### src/hw/rtl/assert_macros.svh
// assertion helpers shared by the touch report decoder modules
// expects a clock named clk and an active-low reset named arst_n in scope
`ifndef ASSERT_MACROS_SVH
`define ASSERT_MACROS_SVH

`ifndef ASSERT_OFF
// property must hold at every rising clock edge outside reset
`define ASSERT_PROP(lbl, prop, msg) \
	lbl: assert property (@(posedge clk) disable iff (!arst_n) (prop)) else $error(msg);
// condition must never be true outside reset
`define ASSERT_NEVER(lbl, cond, msg) \
	lbl: assert property (@(posedge clk) disable iff (!arst_n) !(cond)) else $error(msg);
`else
`define ASSERT_PROP(lbl, prop, msg)
`define ASSERT_NEVER(lbl, cond, msg)
`endif

`endif

### src/hw/rtl/trd_pkg.sv
// types and constants of the touch report decoder
// used by trd_lane and touch_report_decoder, no dependencies
package trd_pkg;

	// report framing
	localparam logic [3:0] REPORT_LEN       = 4'd5;
	localparam int         STATUS_VALID_BIT = 7;
	localparam int         STATUS_TOUCH_BIT = 0;

	// item kinds
	localparam logic ITEM_REPORT  = 1'b0;
	localparam logic ITEM_TIMEOUT = 1'b1;

	// event codes
	localparam logic [1:0] EV_PRESS   = 2'd0;
	localparam logic [1:0] EV_RELEASE = 2'd1;
	localparam logic [1:0] EV_MOTION  = 2'd2;

	// register indexes
	localparam logic [2:0] REG_CAL_LEFT      = 3'd0;
	localparam logic [2:0] REG_CAL_TOP       = 3'd1;
	localparam logic [2:0] REG_CAL_RIGHT     = 3'd2;
	localparam logic [2:0] REG_CAL_BOTTOM    = 3'd3;
	localparam logic [2:0] REG_SCREEN_WIDTH  = 3'd4;
	localparam logic [2:0] REG_SCREEN_HEIGHT = 3'd5;
	localparam logic [2:0] REG_CALIBRATING   = 3'd6;

	// register reset values
	localparam logic [15:0] RST_CAL_LEFT      = 16'd100;
	localparam logic [15:0] RST_CAL_TOP       = 16'd290;
	localparam logic [15:0] RST_CAL_RIGHT     = 16'd3696;
	localparam logic [15:0] RST_CAL_BOTTOM    = 16'd3621;
	localparam logic [12:0] RST_SCREEN_WIDTH  = 13'd800;
	localparam logic [12:0] RST_SCREEN_HEIGHT = 13'd480;

	// divider geometry: 13-bit size times 16-bit offset magnitude
	localparam int DVD_W     = 29;
	localparam int DIV_STEPS = DVD_W;
	localparam int CNT_W     = $clog2(DIV_STEPS);

	typedef enum logic [1:0] {
		LN_IDLE,
		LN_MUL,
		LN_DIV,
		LN_DONE
	} lane_state_t;

	// control from the merge stage to a lane
	typedef struct packed {
		logic start;
		logic ack;
	} lane_ctl_t;

	// status from a lane to the merge stage
	typedef struct packed {
		logic busy;
		logic done;
	} lane_sts_t;

endpackage

### src/hw/rtl/touch_report_decoder.sv
// touch report decoder: an accepted result item runs through the multiply state, 29 divide steps
// and one output load, with the divide skipped in a lane whose span is zero; no new item is taken
// until the output load, and a held output beat stalls the input
// items that give no result are taken every cycle while the lanes are idle
// reset clears tracking, last point, output valid and restores calibration defaults
// depends on trd_pkg, trd_lane and assert_macros.svh
`include "assert_macros.svh"

module touch_report_decoder import trd_pkg::*; #(
	parameter int COORD_BITS = 16
) (
	input  logic               clk,
	input  logic               arst_n,
	// configuration
	input  logic               cfg_we,
	input  logic [2:0]         cfg_index,
	input  logic [15:0]        cfg_data,
	// input channel
	input  logic               in_valid,
	output logic               in_ready,
	input  logic               item_kind,
	input  logic [3:0]         report_length,
	input  logic [7:0]         status_byte,
	input  logic [15:0]        raw_x,
	input  logic [15:0]        raw_y,
	// output channel
	output logic               out_valid,
	input  logic               out_ready,
	output logic [1:0]         touch_event,
	output logic signed [15:0] screen_x,
	output logic signed [15:0] screen_y,
	output logic signed [16:0] delta_x,
	output logic signed [16:0] delta_y,
	output logic [15:0]        last_raw_x,
	output logic [15:0]        last_raw_y
);

	logic [15:0] cal_left_q, cal_top_q, cal_right_q, cal_bottom_q;
	logic [12:0] screen_width_q, screen_height_q;
	logic        calibrating_q;

	logic        tracking_q;
	logic [15:0] prev_x_q, prev_y_q;
	logic        busy_q;
	logic [1:0]  pend_event_q;
	logic [16:0] pend_dx_q, pend_dy_q;

	logic        out_valid_q;
	logic [1:0]  touch_event_q;
	logic [15:0] screen_x_q, screen_y_q;
	logic [16:0] delta_x_q, delta_y_q;
	logic [15:0] last_raw_x_q, last_raw_y_q;

	logic        accept, valid_rep, timeout_rel, emit, touched, start, load;
	logic        trk_d;
	logic [1:0]  ev_d;
	logic [16:0] dx_d, dy_d;
	logic [15:0] point_x, point_y;

	lane_ctl_t   lane_ctl;
	lane_sts_t   x_sts, y_sts;
	logic [15:0] x_coord, y_coord;

	// configuration registers
	always_ff @(posedge clk or negedge arst_n) begin
		if (!arst_n) begin
			cal_left_q      <= RST_CAL_LEFT;
			cal_top_q       <= RST_CAL_TOP;
			cal_right_q     <= RST_CAL_RIGHT;
			cal_bottom_q    <= RST_CAL_BOTTOM;
			screen_width_q  <= RST_SCREEN_WIDTH;
			screen_height_q <= RST_SCREEN_HEIGHT;
			calibrating_q   <= 1'b0;
		end else if (cfg_we) begin
			unique case (cfg_index)
				REG_CAL_LEFT:      cal_left_q      <= cfg_data;
				REG_CAL_TOP:       cal_top_q       <= cfg_data;
				REG_CAL_RIGHT:     cal_right_q     <= cfg_data;
				REG_CAL_BOTTOM:    cal_bottom_q    <= cfg_data;
				REG_SCREEN_WIDTH:  screen_width_q  <= cfg_data[12:0];
				REG_SCREEN_HEIGHT: screen_height_q <= cfg_data[12:0];
				REG_CALIBRATING:   calibrating_q   <= cfg_data[0];
				default: begin
				end
			endcase
		end
	end

	// report decode and event selection
	always_comb begin
		valid_rep   = (item_kind == ITEM_REPORT) && (report_length == REPORT_LEN)
			&& status_byte[STATUS_VALID_BIT];
		timeout_rel = (item_kind == ITEM_TIMEOUT) && tracking_q;
		emit        = valid_rep || timeout_rel;
		touched     = status_byte[STATUS_TOUCH_BIT];
		point_x     = valid_rep ? raw_x : prev_x_q;
		point_y     = valid_rep ? raw_y : prev_y_q;
		ev_d        = EV_MOTION;
		trk_d       = tracking_q;
		dx_d        = '0;
		dy_d        = '0;
		priority if (timeout_rel) begin
			ev_d  = EV_RELEASE;
			trk_d = 1'b0;
		end else if (touched && !tracking_q) begin
			ev_d  = EV_PRESS;
			trk_d = 1'b1;
		end else if (!touched && tracking_q) begin
			ev_d  = EV_RELEASE;
			trk_d = 1'b0;
		end else begin
			dx_d = {1'b0, raw_x} - {1'b0, prev_x_q};
			dy_d = {1'b0, raw_y} - {1'b0, prev_y_q};
		end
	end

	// handshake control
	assign in_ready     = !busy_q;
	assign accept       = in_valid && in_ready;
	assign start        = accept && emit;
	assign load         = x_sts.done && y_sts.done && (!out_valid_q || out_ready);
	assign lane_ctl.start = start;
	assign lane_ctl.ack   = load;

	// tracking state and control flags
	always_ff @(posedge clk or negedge arst_n) begin
		if (!arst_n) begin
			tracking_q  <= 1'b0;
			prev_x_q    <= '0;
			prev_y_q    <= '0;
			busy_q      <= 1'b0;
			out_valid_q <= 1'b0;
		end else begin
			if (start) begin
				tracking_q <= trk_d;
				busy_q     <= 1'b1;
				if (valid_rep) begin
					prev_x_q <= raw_x;
					prev_y_q <= raw_y;
				end
			end else if (load) begin
				busy_q <= 1'b0;
			end
			if (load) begin
				out_valid_q <= 1'b1;
			end else if (out_ready) begin
				out_valid_q <= 1'b0;
			end
		end
	end

	// pending beat fields held while the lanes work
	always_ff @(posedge clk) begin
		if (start) begin
			pend_event_q <= ev_d;
			pend_dx_q    <= dx_d;
			pend_dy_q    <= dy_d;
		end
	end

	// axis lanes
	trd_lane #(
		.COORD_BITS(COORD_BITS)
	) u_lane_x (
		.clk     (clk),
		.arst_n  (arst_n),
		.ctl     (lane_ctl),
		.raw     (point_x),
		.edge_lo (cal_left_q),
		.edge_hi (cal_right_q),
		.size    (screen_width_q),
		.sts     (x_sts),
		.coord   (x_coord)
	);

	trd_lane #(
		.COORD_BITS(COORD_BITS)
	) u_lane_y (
		.clk     (clk),
		.arst_n  (arst_n),
		.ctl     (lane_ctl),
		.raw     (point_y),
		.edge_lo (cal_top_q),
		.edge_hi (cal_bottom_q),
		.size    (screen_height_q),
		.sts     (y_sts),
		.coord   (y_coord)
	);

	// merge lanes into the output register
	always_ff @(posedge clk) begin
		if (load) begin
			touch_event_q <= pend_event_q;
			screen_x_q    <= calibrating_q ? '0 : x_coord;
			screen_y_q    <= calibrating_q ? '0 : y_coord;
			delta_x_q     <= pend_dx_q;
			delta_y_q     <= pend_dy_q;
			last_raw_x_q  <= prev_x_q;
			last_raw_y_q  <= prev_y_q;
		end
	end

	assign out_valid   = out_valid_q;
	assign touch_event = touch_event_q;
	assign screen_x    = screen_x_q;
	assign screen_y    = screen_y_q;
	assign delta_x     = delta_x_q;
	assign delta_y     = delta_y_q;
	assign last_raw_x  = last_raw_x_q;
	assign last_raw_y  = last_raw_y_q;

	// checks
	`ASSERT_PROP(a_lanes_lockstep, x_sts.busy == y_sts.busy, "axis lanes out of step")
	`ASSERT_PROP(a_busy_lanes, busy_q |-> (x_sts.busy && y_sts.busy), "busy without lanes at work")
	`ASSERT_PROP(a_press_tracks, (load && (pend_event_q == EV_PRESS)) |-> tracking_q, "press beat while not tracking")
	`ASSERT_PROP(a_release_idle, (load && (pend_event_q == EV_RELEASE)) |-> !tracking_q, "release beat while tracking")

endmodule

### src/hw/rtl/trd_lane.sv
// one axis lane: offset and span, size multiply, 29-step restoring divide, saturation
// depends on trd_pkg and assert_macros.svh
`include "assert_macros.svh"

module trd_lane import trd_pkg::*; #(
	parameter int COORD_BITS = 16
) (
	input  logic        clk,
	input  logic        arst_n,
	input  lane_ctl_t   ctl,
	input  logic [15:0] raw,
	input  logic [15:0] edge_lo,
	input  logic [15:0] edge_hi,
	input  logic [12:0] size,
	output lane_sts_t   sts,
	output logic [15:0] coord
);

	localparam logic [DVD_W-1:0] MAG_MAX = DVD_W'((64'd1 << (COORD_BITS - 1)) - 64'd1);
	localparam logic [DVD_W-1:0] MAG_MIN = DVD_W'(64'd1 << (COORD_BITS - 1));

	lane_state_t      state_q, state_d;
	logic [CNT_W-1:0] cnt_q;
	logic [15:0]      off_mag_q;
	logic [15:0]      dsr_q;
	logic             neg_q;
	logic             span_zero_q;
	logic [12:0]      size_q;
	logic [DVD_W-1:0] dvd_q;
	logic [15:0]      rem_q;

	logic [16:0]      off_c, span_c;
	logic [16:0]      rem_sh;
	logic             ge;
	logic [DVD_W-1:0] lim;
	logic [15:0]      mag_lim;

	// signed offset and span at start
	assign off_c  = {1'b0, raw} - {1'b0, edge_lo};
	assign span_c = {1'b0, edge_hi} - {1'b0, edge_lo};

	// one restoring divide step
	assign rem_sh = {rem_q, dvd_q[DVD_W-1]};
	assign ge     = rem_sh >= {1'b0, dsr_q};

	// saturate the quotient magnitude and apply the sign
	assign lim     = neg_q ? MAG_MIN : MAG_MAX;
	assign mag_lim = (dvd_q > lim) ? lim[15:0] : dvd_q[15:0];
	assign coord   = neg_q ? (16'd0 - mag_lim) : mag_lim;

	assign sts.busy = (state_q != LN_IDLE);
	assign sts.done = (state_q == LN_DONE);

	// state register
	always_ff @(posedge clk or negedge arst_n) begin
		if (!arst_n) begin
			state_q <= LN_IDLE;
		end else begin
			state_q <= state_d;
		end
	end

	// next state
	always_comb begin
		state_d = state_q;
		unique case (state_q)
			LN_IDLE: begin
				if (ctl.start) state_d = LN_MUL;
			end
			LN_MUL: begin
				state_d = span_zero_q ? LN_DONE : LN_DIV;
			end
			LN_DIV: begin
				if (cnt_q == CNT_W'(DIV_STEPS - 1)) state_d = LN_DONE;
			end
			LN_DONE: begin
				if (ctl.ack) state_d = LN_IDLE;
			end
			default: state_d = LN_IDLE;
		endcase
	end

	// datapath
	always_ff @(posedge clk) begin
		unique case (state_q)
			LN_IDLE: begin
				if (ctl.start) begin
					off_mag_q   <= off_c[16] ? 16'(17'd0 - off_c) : off_c[15:0];
					dsr_q       <= span_c[16] ? 16'(17'd0 - span_c) : span_c[15:0];
					neg_q       <= off_c[16] ^ span_c[16];
					span_zero_q <= (span_c == 17'd0);
					size_q      <= size;
				end
			end
			LN_MUL: begin
				dvd_q <= span_zero_q ? '0
					: DVD_W'({16'd0, size_q} * {13'd0, off_mag_q});
				rem_q <= '0;
				cnt_q <= '0;
			end
			LN_DIV: begin
				rem_q <= ge ? 16'(rem_sh - {1'b0, dsr_q}) : rem_sh[15:0];
				dvd_q <= {dvd_q[DVD_W-2:0], ge};
				cnt_q <= cnt_q + CNT_W'(1);
			end
			LN_DONE: begin
			end
			default: begin
			end
		endcase
	end

	// checks
	`ASSERT_PROP(a_rem_bound, (state_q == LN_DIV) |-> (rem_q < dsr_q), "lane remainder not below divisor")
	`ASSERT_PROP(a_start_idle, ctl.start |-> (state_q == LN_IDLE), "lane started while busy")
	`ASSERT_PROP(a_cnt_range, (state_q == LN_DIV) |-> (cnt_q < CNT_W'(DIV_STEPS)), "lane step count overrun")

endmodule
### config.mk
export PLATFORM = sky130hd
export DESIGN_NAME = touch_report_decoder
export DESIGN_NICKNAME = d
export VERILOG_FILES = /design/src/hw/rtl/trd_pkg.sv /design/src/hw/rtl/touch_report_decoder.sv /design/src/hw/rtl/trd_lane.sv
export VERILOG_INCLUDE_DIRS = /design/src /design/src/hw/rtl
export SDC_FILE = /design/constraint.sdc
export NUM_CORES = 2
export LEC_CHECK = 0
export ABC_AREA = 0
export BUFFER_PORTS_ARGS = -buffer_cell sky130_fd_sc_hd__buf_2
export CELL_PAD_IN_SITES_DETAIL_PLACEMENT = 0
export CELL_PAD_IN_SITES_GLOBAL_PLACEMENT = 1
export CORE_MARGIN = 2
export CORE_UTILIZATION = 54
export DETAILED_ROUTE_END_ITERATION = 6
export PLACE_DENSITY_LB_ADDON = 0.05
export SLEW_MARGIN = 20
export SYNTH_ARGS = -nofsm -noshare
export SYNTH_HDL_FRONTEND = slang
export SYNTH_SLANG_ARGS = --single-unit
### constraint.sdc
create_clock -name clk -period 18.9 [get_ports clk]
set_input_delay 3.78 -clock clk [delete_from_list [all_inputs] [get_ports clk]]
set_output_delay 3.78 -clock clk [all_outputs]
set_load 0.05 [all_outputs]
==> results list <==
* Type of element capturing the critical path: flop
- Global placer's final weighted congestion: a little over 0.8
* Pin count of the biggest net entering global routing: roughly 110
- Global routing finished with a remaining overflow of 0.
- Number of I/O pins: between 150 and 200
- After detailed routing, the average wire length per cell comes to ~18 um.
- Headroom to the max-slew limit: 0.299
- In this run the tool buffered the top-level ports with between 150 and 200 buffer cells.
* Relative contribution of the clock network to total power: 0.138
- The startpoint identified for the worst register-to-register timing path is u_lane_x.size_q[3].
- Post-synth cell types: 89
- CP startpoint kind: input port
- Part of the power in combinational logic: 0.611
- Synthesis Warnings: 0
* Residual antenna-violating net count after detailed routing: 0
* Final Routed Wirelength: 88.3 mm
* Post-route standard cell area excluding fillers: about 0.042 sq mm
* RSZ-0062 raised after global routing: no
- Measured along the x axis, the die boundary spans about 270 um.
* Synth area leader: sky130_fd_sc_hd__edfxtp_1
- In the finished design, the share of the clock period the worst path needs comes to 0.410.
- Vias per cell: ~5.5
- The path with the worst hold slack has its endpoint at u_lane_x.size_q[1].
- The number of antenna violations at the first check in global routing is 8.
- Ys async rst share: 0.283
- By area the synthesized netlist is led by sky130_fd_sc_hd__edfxtp_1 (25%), sky130_fd_sc_hd__fa_1 (16%), sky130_fd_sc_hd__ha_1 (11%).
- Summed over all nets, the half-perimeter wirelength after detailed placement is ~66 mm.
- Detailed routing inserted a total of about 27k vias.
- Internal power: around 4.1 mW
- Maxcap violations: 0
* Outcome: finished, final reports clean
* Total nets after synthesis: between 4k and 5k
- The final number of max-transition violations is 0.
- Length in cells of the worst reg-to-reg path: 21
* Classification of the worst-slack hold path: flop to flop
- After floorplanning, the core was sized to cover slightly above 0.07 sq mm.
- Cell Area, Synth: between 0.03 and 0.04 sq mm
- Endpoint of the worst register-to-register path: u_lane_x.dvd_q[28]
- Primary FF master, synth: sky130_fd_sc_hd__edfxtp_1
- Share of cells above drive strength 1: 0.103
- Clock latency on the worst-skew pair: between 0.6 and 0.7 ns
- Startpoint of the tightest hold check path: screen_width_q[1]
- Fraction of the yosys area taken by sequential cells: 0.339
- Setup slack of the most critical reg-to-reg path: between 10 and 15 ns
- After clock tree synthesis, the clock-pin slew on the worst setup and hold paths is 0.06 ns.
- The synthesized design contains 460 register bits.
- Required time of the critical path: roughly 19 ns
* Vias in the first global route: around 28k
- In this run the deepest clock path goes through 3 buffers.
- Die footprint: approximately 0.074 sq mm
- Setup violations remaining at the end of the flow were counted as 0.
- Post-Syn Instances: about 4k
- Across the routed clock network, the largest skew measured is a little under 0.05 ns.
* Post-detailed-route DRC marker count: 0
- Worst VDD drop: between 0.1 and 0.15 mV
- Clock period minus worst slack: 7.76 ns
- Number of sinks handled by clock tree synthesis: 460
- Power spread over the standard cell area amounts to between 150 and 200 mW/mm^2.
- Static leakage: between 15 and 20 nW
- The die is between 200 and 300 um tall.
- Flop pwr share: 0.251
- Hold path depth: 0
- Counting flops with a built-in enable in the synthesized netlist gives 330.
* Total Neg Setup Slack: 0 ns
* Gr usage total: 0.247
- Number of DRC violations after detailed-routing iteration 0: around 1.6k
* Highest attainable clock frequency: roughly 130 MHz
- Final-report hold violation count: 0
- The initialized floorplan defines 98 standard-cell rows.
- Net count of the finished layout: between 4k and 5k
* Critical-path maximum fanout: 37
* Area share of the leading cell type in the synthesized netlist: 0.255
- Pin slew with the least headroom to its limit: about 1.1 ns
- Hold timing on the final database bottoms out at a slack of 0.411 ns.
* Synthesis-to-layout area growth: 8.89%
- TritonCTS clock tree: done
- At the worst endpoint, the arrival time is between 8 and 9 ns.
* Num CTS Buffers: 53
- P_sw: approximately 3.2 mW
- CTS root buf: sky130_fd_sc_hd__clkbuf_16
- Post-route core utilization: 0.594
* Instance area after placement: 0.0407 sq mm
- Of the total power, the share spent switching nets is 0.441.
- Avg Cell Area, Syn: 10.0 sq um
- Crit path kind: input port to flop
- The first global-routing pass estimated 146 mm of wire.
- Quantity of hold-fixing buffers added after cts: 0
- The number of gates resized after CTS was 0.
- For this configuration, the core starts out at a cell density of 0.545.
- Pre-Repair DR Iteration Count: 6
- The H-tree was split into 2 levels.
* Number of buffers inserted by post-CTS setup repair: 0
synth_stat cells (6+ instances only):
cell,number
sky130_fd_sc_hd__dfstp_2,25
sky130_fd_sc_hd__a211oi_1,36
sky130_fd_sc_hd__nand4_1,19
sky130_fd_sc_hd__a31oi_1,19
sky130_fd_sc_hd__a21o_1,55
sky130_fd_sc_hd__o311ai_0,8
sky130_fd_sc_hd__o211ai_1,8
sky130_fd_sc_hd__o31ai_1,21
sky130_fd_sc_hd__nand3_1,38
sky130_fd_sc_hd__nor3_1,47
sky130_fd_sc_hd__xnor2_1,115
sky130_fd_sc_hd__o21ai_0,187
sky130_fd_sc_hd__or4_1,6
sky130_fd_sc_hd__o41ai_1,13
sky130_fd_sc_hd__nor3b_1,11
sky130_fd_sc_hd__or2_2,7
sky130_fd_sc_hd__nor4_1,13
sky130_fd_sc_hd__nand2b_1,34
sky130_fd_sc_hd__clkbuf_1,120
sky130_fd_sc_hd__ha_1,328
sky130_fd_sc_hd__dfrtp_1,105
sky130_fd_sc_hd__and2_1,209
sky130_fd_sc_hd__a21oi_1,135
sky130_fd_sc_hd__edfxtp_1,330
sky130_fd_sc_hd__and3_1,22
sky130_fd_sc_hd__xor2_1,75
sky130_fd_sc_hd__nor2_1,195
sky130_fd_sc_hd__nand2_1,410
sky130_fd_sc_hd__o211a_1,6
sky130_fd_sc_hd__nor2b_1,56
sky130_fd_sc_hd__a21boi_0,11
sky130_fd_sc_hd__inv_1,591
sky130_fd_sc_hd__mux2_2,90
sky130_fd_sc_hd__a22o_1,38
sky130_fd_sc_hd__mux2i_1,24
sky130_fd_sc_hd__fa_1,316
sky130_fd_sc_hd__o21bai_1,19
sky130_fd_sc_hd__o21a_1,25
sky130_fd_sc_hd__or3_1,18
worst max path at each step:
| stage | startpoint | to | slack [ns] | cells past startpoint |
|---|---|---|---|---|
| floorplan | report_length[1] | u_lane_y.off_mag_q[8] | 11.30 | 18 |
| global placement | report_length[1] | u_lane_y.off_mag_q[8] | 10.50 | 18 |
| detailed placement | report_length[1] | u_lane_y.off_mag_q[8] | 10.45 | 18 |
| CTS | report_length[1] | u_lane_y.off_mag_q[8] | 11.11 | 18 |
| global route | report_length[1] | u_lane_y.off_mag_q[4] | 10.65 | 18 |
| finish | report_length[1] | u_lane_y.off_mag_q[4] | 11.14 | 18 |
cells in the final DEF (no fill, tap or decap), drive strengths merged, types with 38 or more instances in the layout:
master,instances
a21o,55
a21oi,136
a22o,38
and2,209
buf,188
clkbuf,74
dfrtp,105
edfxtp,330
fa,316
ha,328
inv,595
mux2,90
nand2,410
nand3,38
nor2,195
nor2b,56
nor3,48
o21ai,189
xnor2,115
xor2,75
cell type report:
type | count | area (sq um)
Fill cell | 6284 | 29000
Inverter | 592 | 2230
Clock inverter | 25 | 244
Clock buffer | 74 | 1450
Tap cell | 950 | 1190
Multi-Input combinational cell | 2706 | 23000
Antenna cell | 2 | 5.00
Timing Repair Buffer | 188 | 1020
Sequential cell | 460 | 13200
flip-flops by register name, summed over array words and instances (netlist names), 17 cells and up:
signal and cells:
pend_dy_q 17, delta_y 17, u_lane_x.dvd_q 29, delta_x 17, u_lane_y.dvd_q 29, pend_dx_q 17
metrics by stage:
stage                     power, mW  setup WS (ns)  cells
final                          7.27          11.14   4997
after global routing           8.00          10.65   4996
after CTS                      7.31          11.11   4994
after detailed placement       6.27          10.45   4895
after global placement         6.22          10.50   4895
after floorplan                5.28          11.30   3886
worst max-delay path, cell delays in order:
cell and delay, ns:
sky130_fd_sc_hd__buf_2 0.09, sky130_fd_sc_hd__nor4bb_1 0.33, sky130_fd_sc_hd__nand3_2 0.10, sky130_fd_sc_hd__buf_4 0.29, sky130_fd_sc_hd__a21oi_1 0.34, sky130_fd_sc_hd__ha_1 0.22
sky130_fd_sc_hd__inv_1 0.05, sky130_fd_sc_hd__fa_1 0.41, sky130_fd_sc_hd__a211oi_1 0.23, sky130_fd_sc_hd__o21bai_1 0.13, sky130_fd_sc_hd__a31o_2 0.29, sky130_fd_sc_hd__a41oi_1 0.27
sky130_fd_sc_hd__a211oi_1 0.12, sky130_fd_sc_hd__and2_1 0.18, sky130_fd_sc_hd__o21ai_0 0.18, sky130_fd_sc_hd__nor2b_1 0.63, sky130_fd_sc_hd__o21ai_0 0.24, sky130_fd_sc_hd__xnor2_1 0.17
metal layers:
layer / part of all wire / GRT usage / vias up / wire, um
met2: 0.45 / 0.400 / 526 / 40100
met3: 0.051 / 0.0392 / 106 / 4460
met1: 0.48 / 0.353 / 13300 / 42300
met5: 0.00070 / 0 / - / 62
met4: 0.016 / 0.0468 / 12 / 1420
li1: - / - / 13300 / -
power by group through the flow:
stage / registers (mW) / clock network [mW] / logic [mW]
6_report: 1.83 / 1.00 / 4.44
5_1_grt: 1.86 / 1.06 / 5.08
4_1_cts: 1.82 / 1.03 / 4.46
3_5_place_dp: 1.84 / 0 / 4.43
3_3_place_gp: 1.84 / 0 / 4.38
2_1_floorplan: 1.85 / 0 / 3.43
cells by family after synthesis:
kind of cell	share of synthesized area
and+or+nand+nor	0.140
buffers and inverters	0.0697
AOI/OAI and AO/OA	0.108
adders and majority gates	0.268
DFF	0.339
xor gates and xnor gates	0.0428
muxes	0.0322
(Power assumes the default switching activity.)
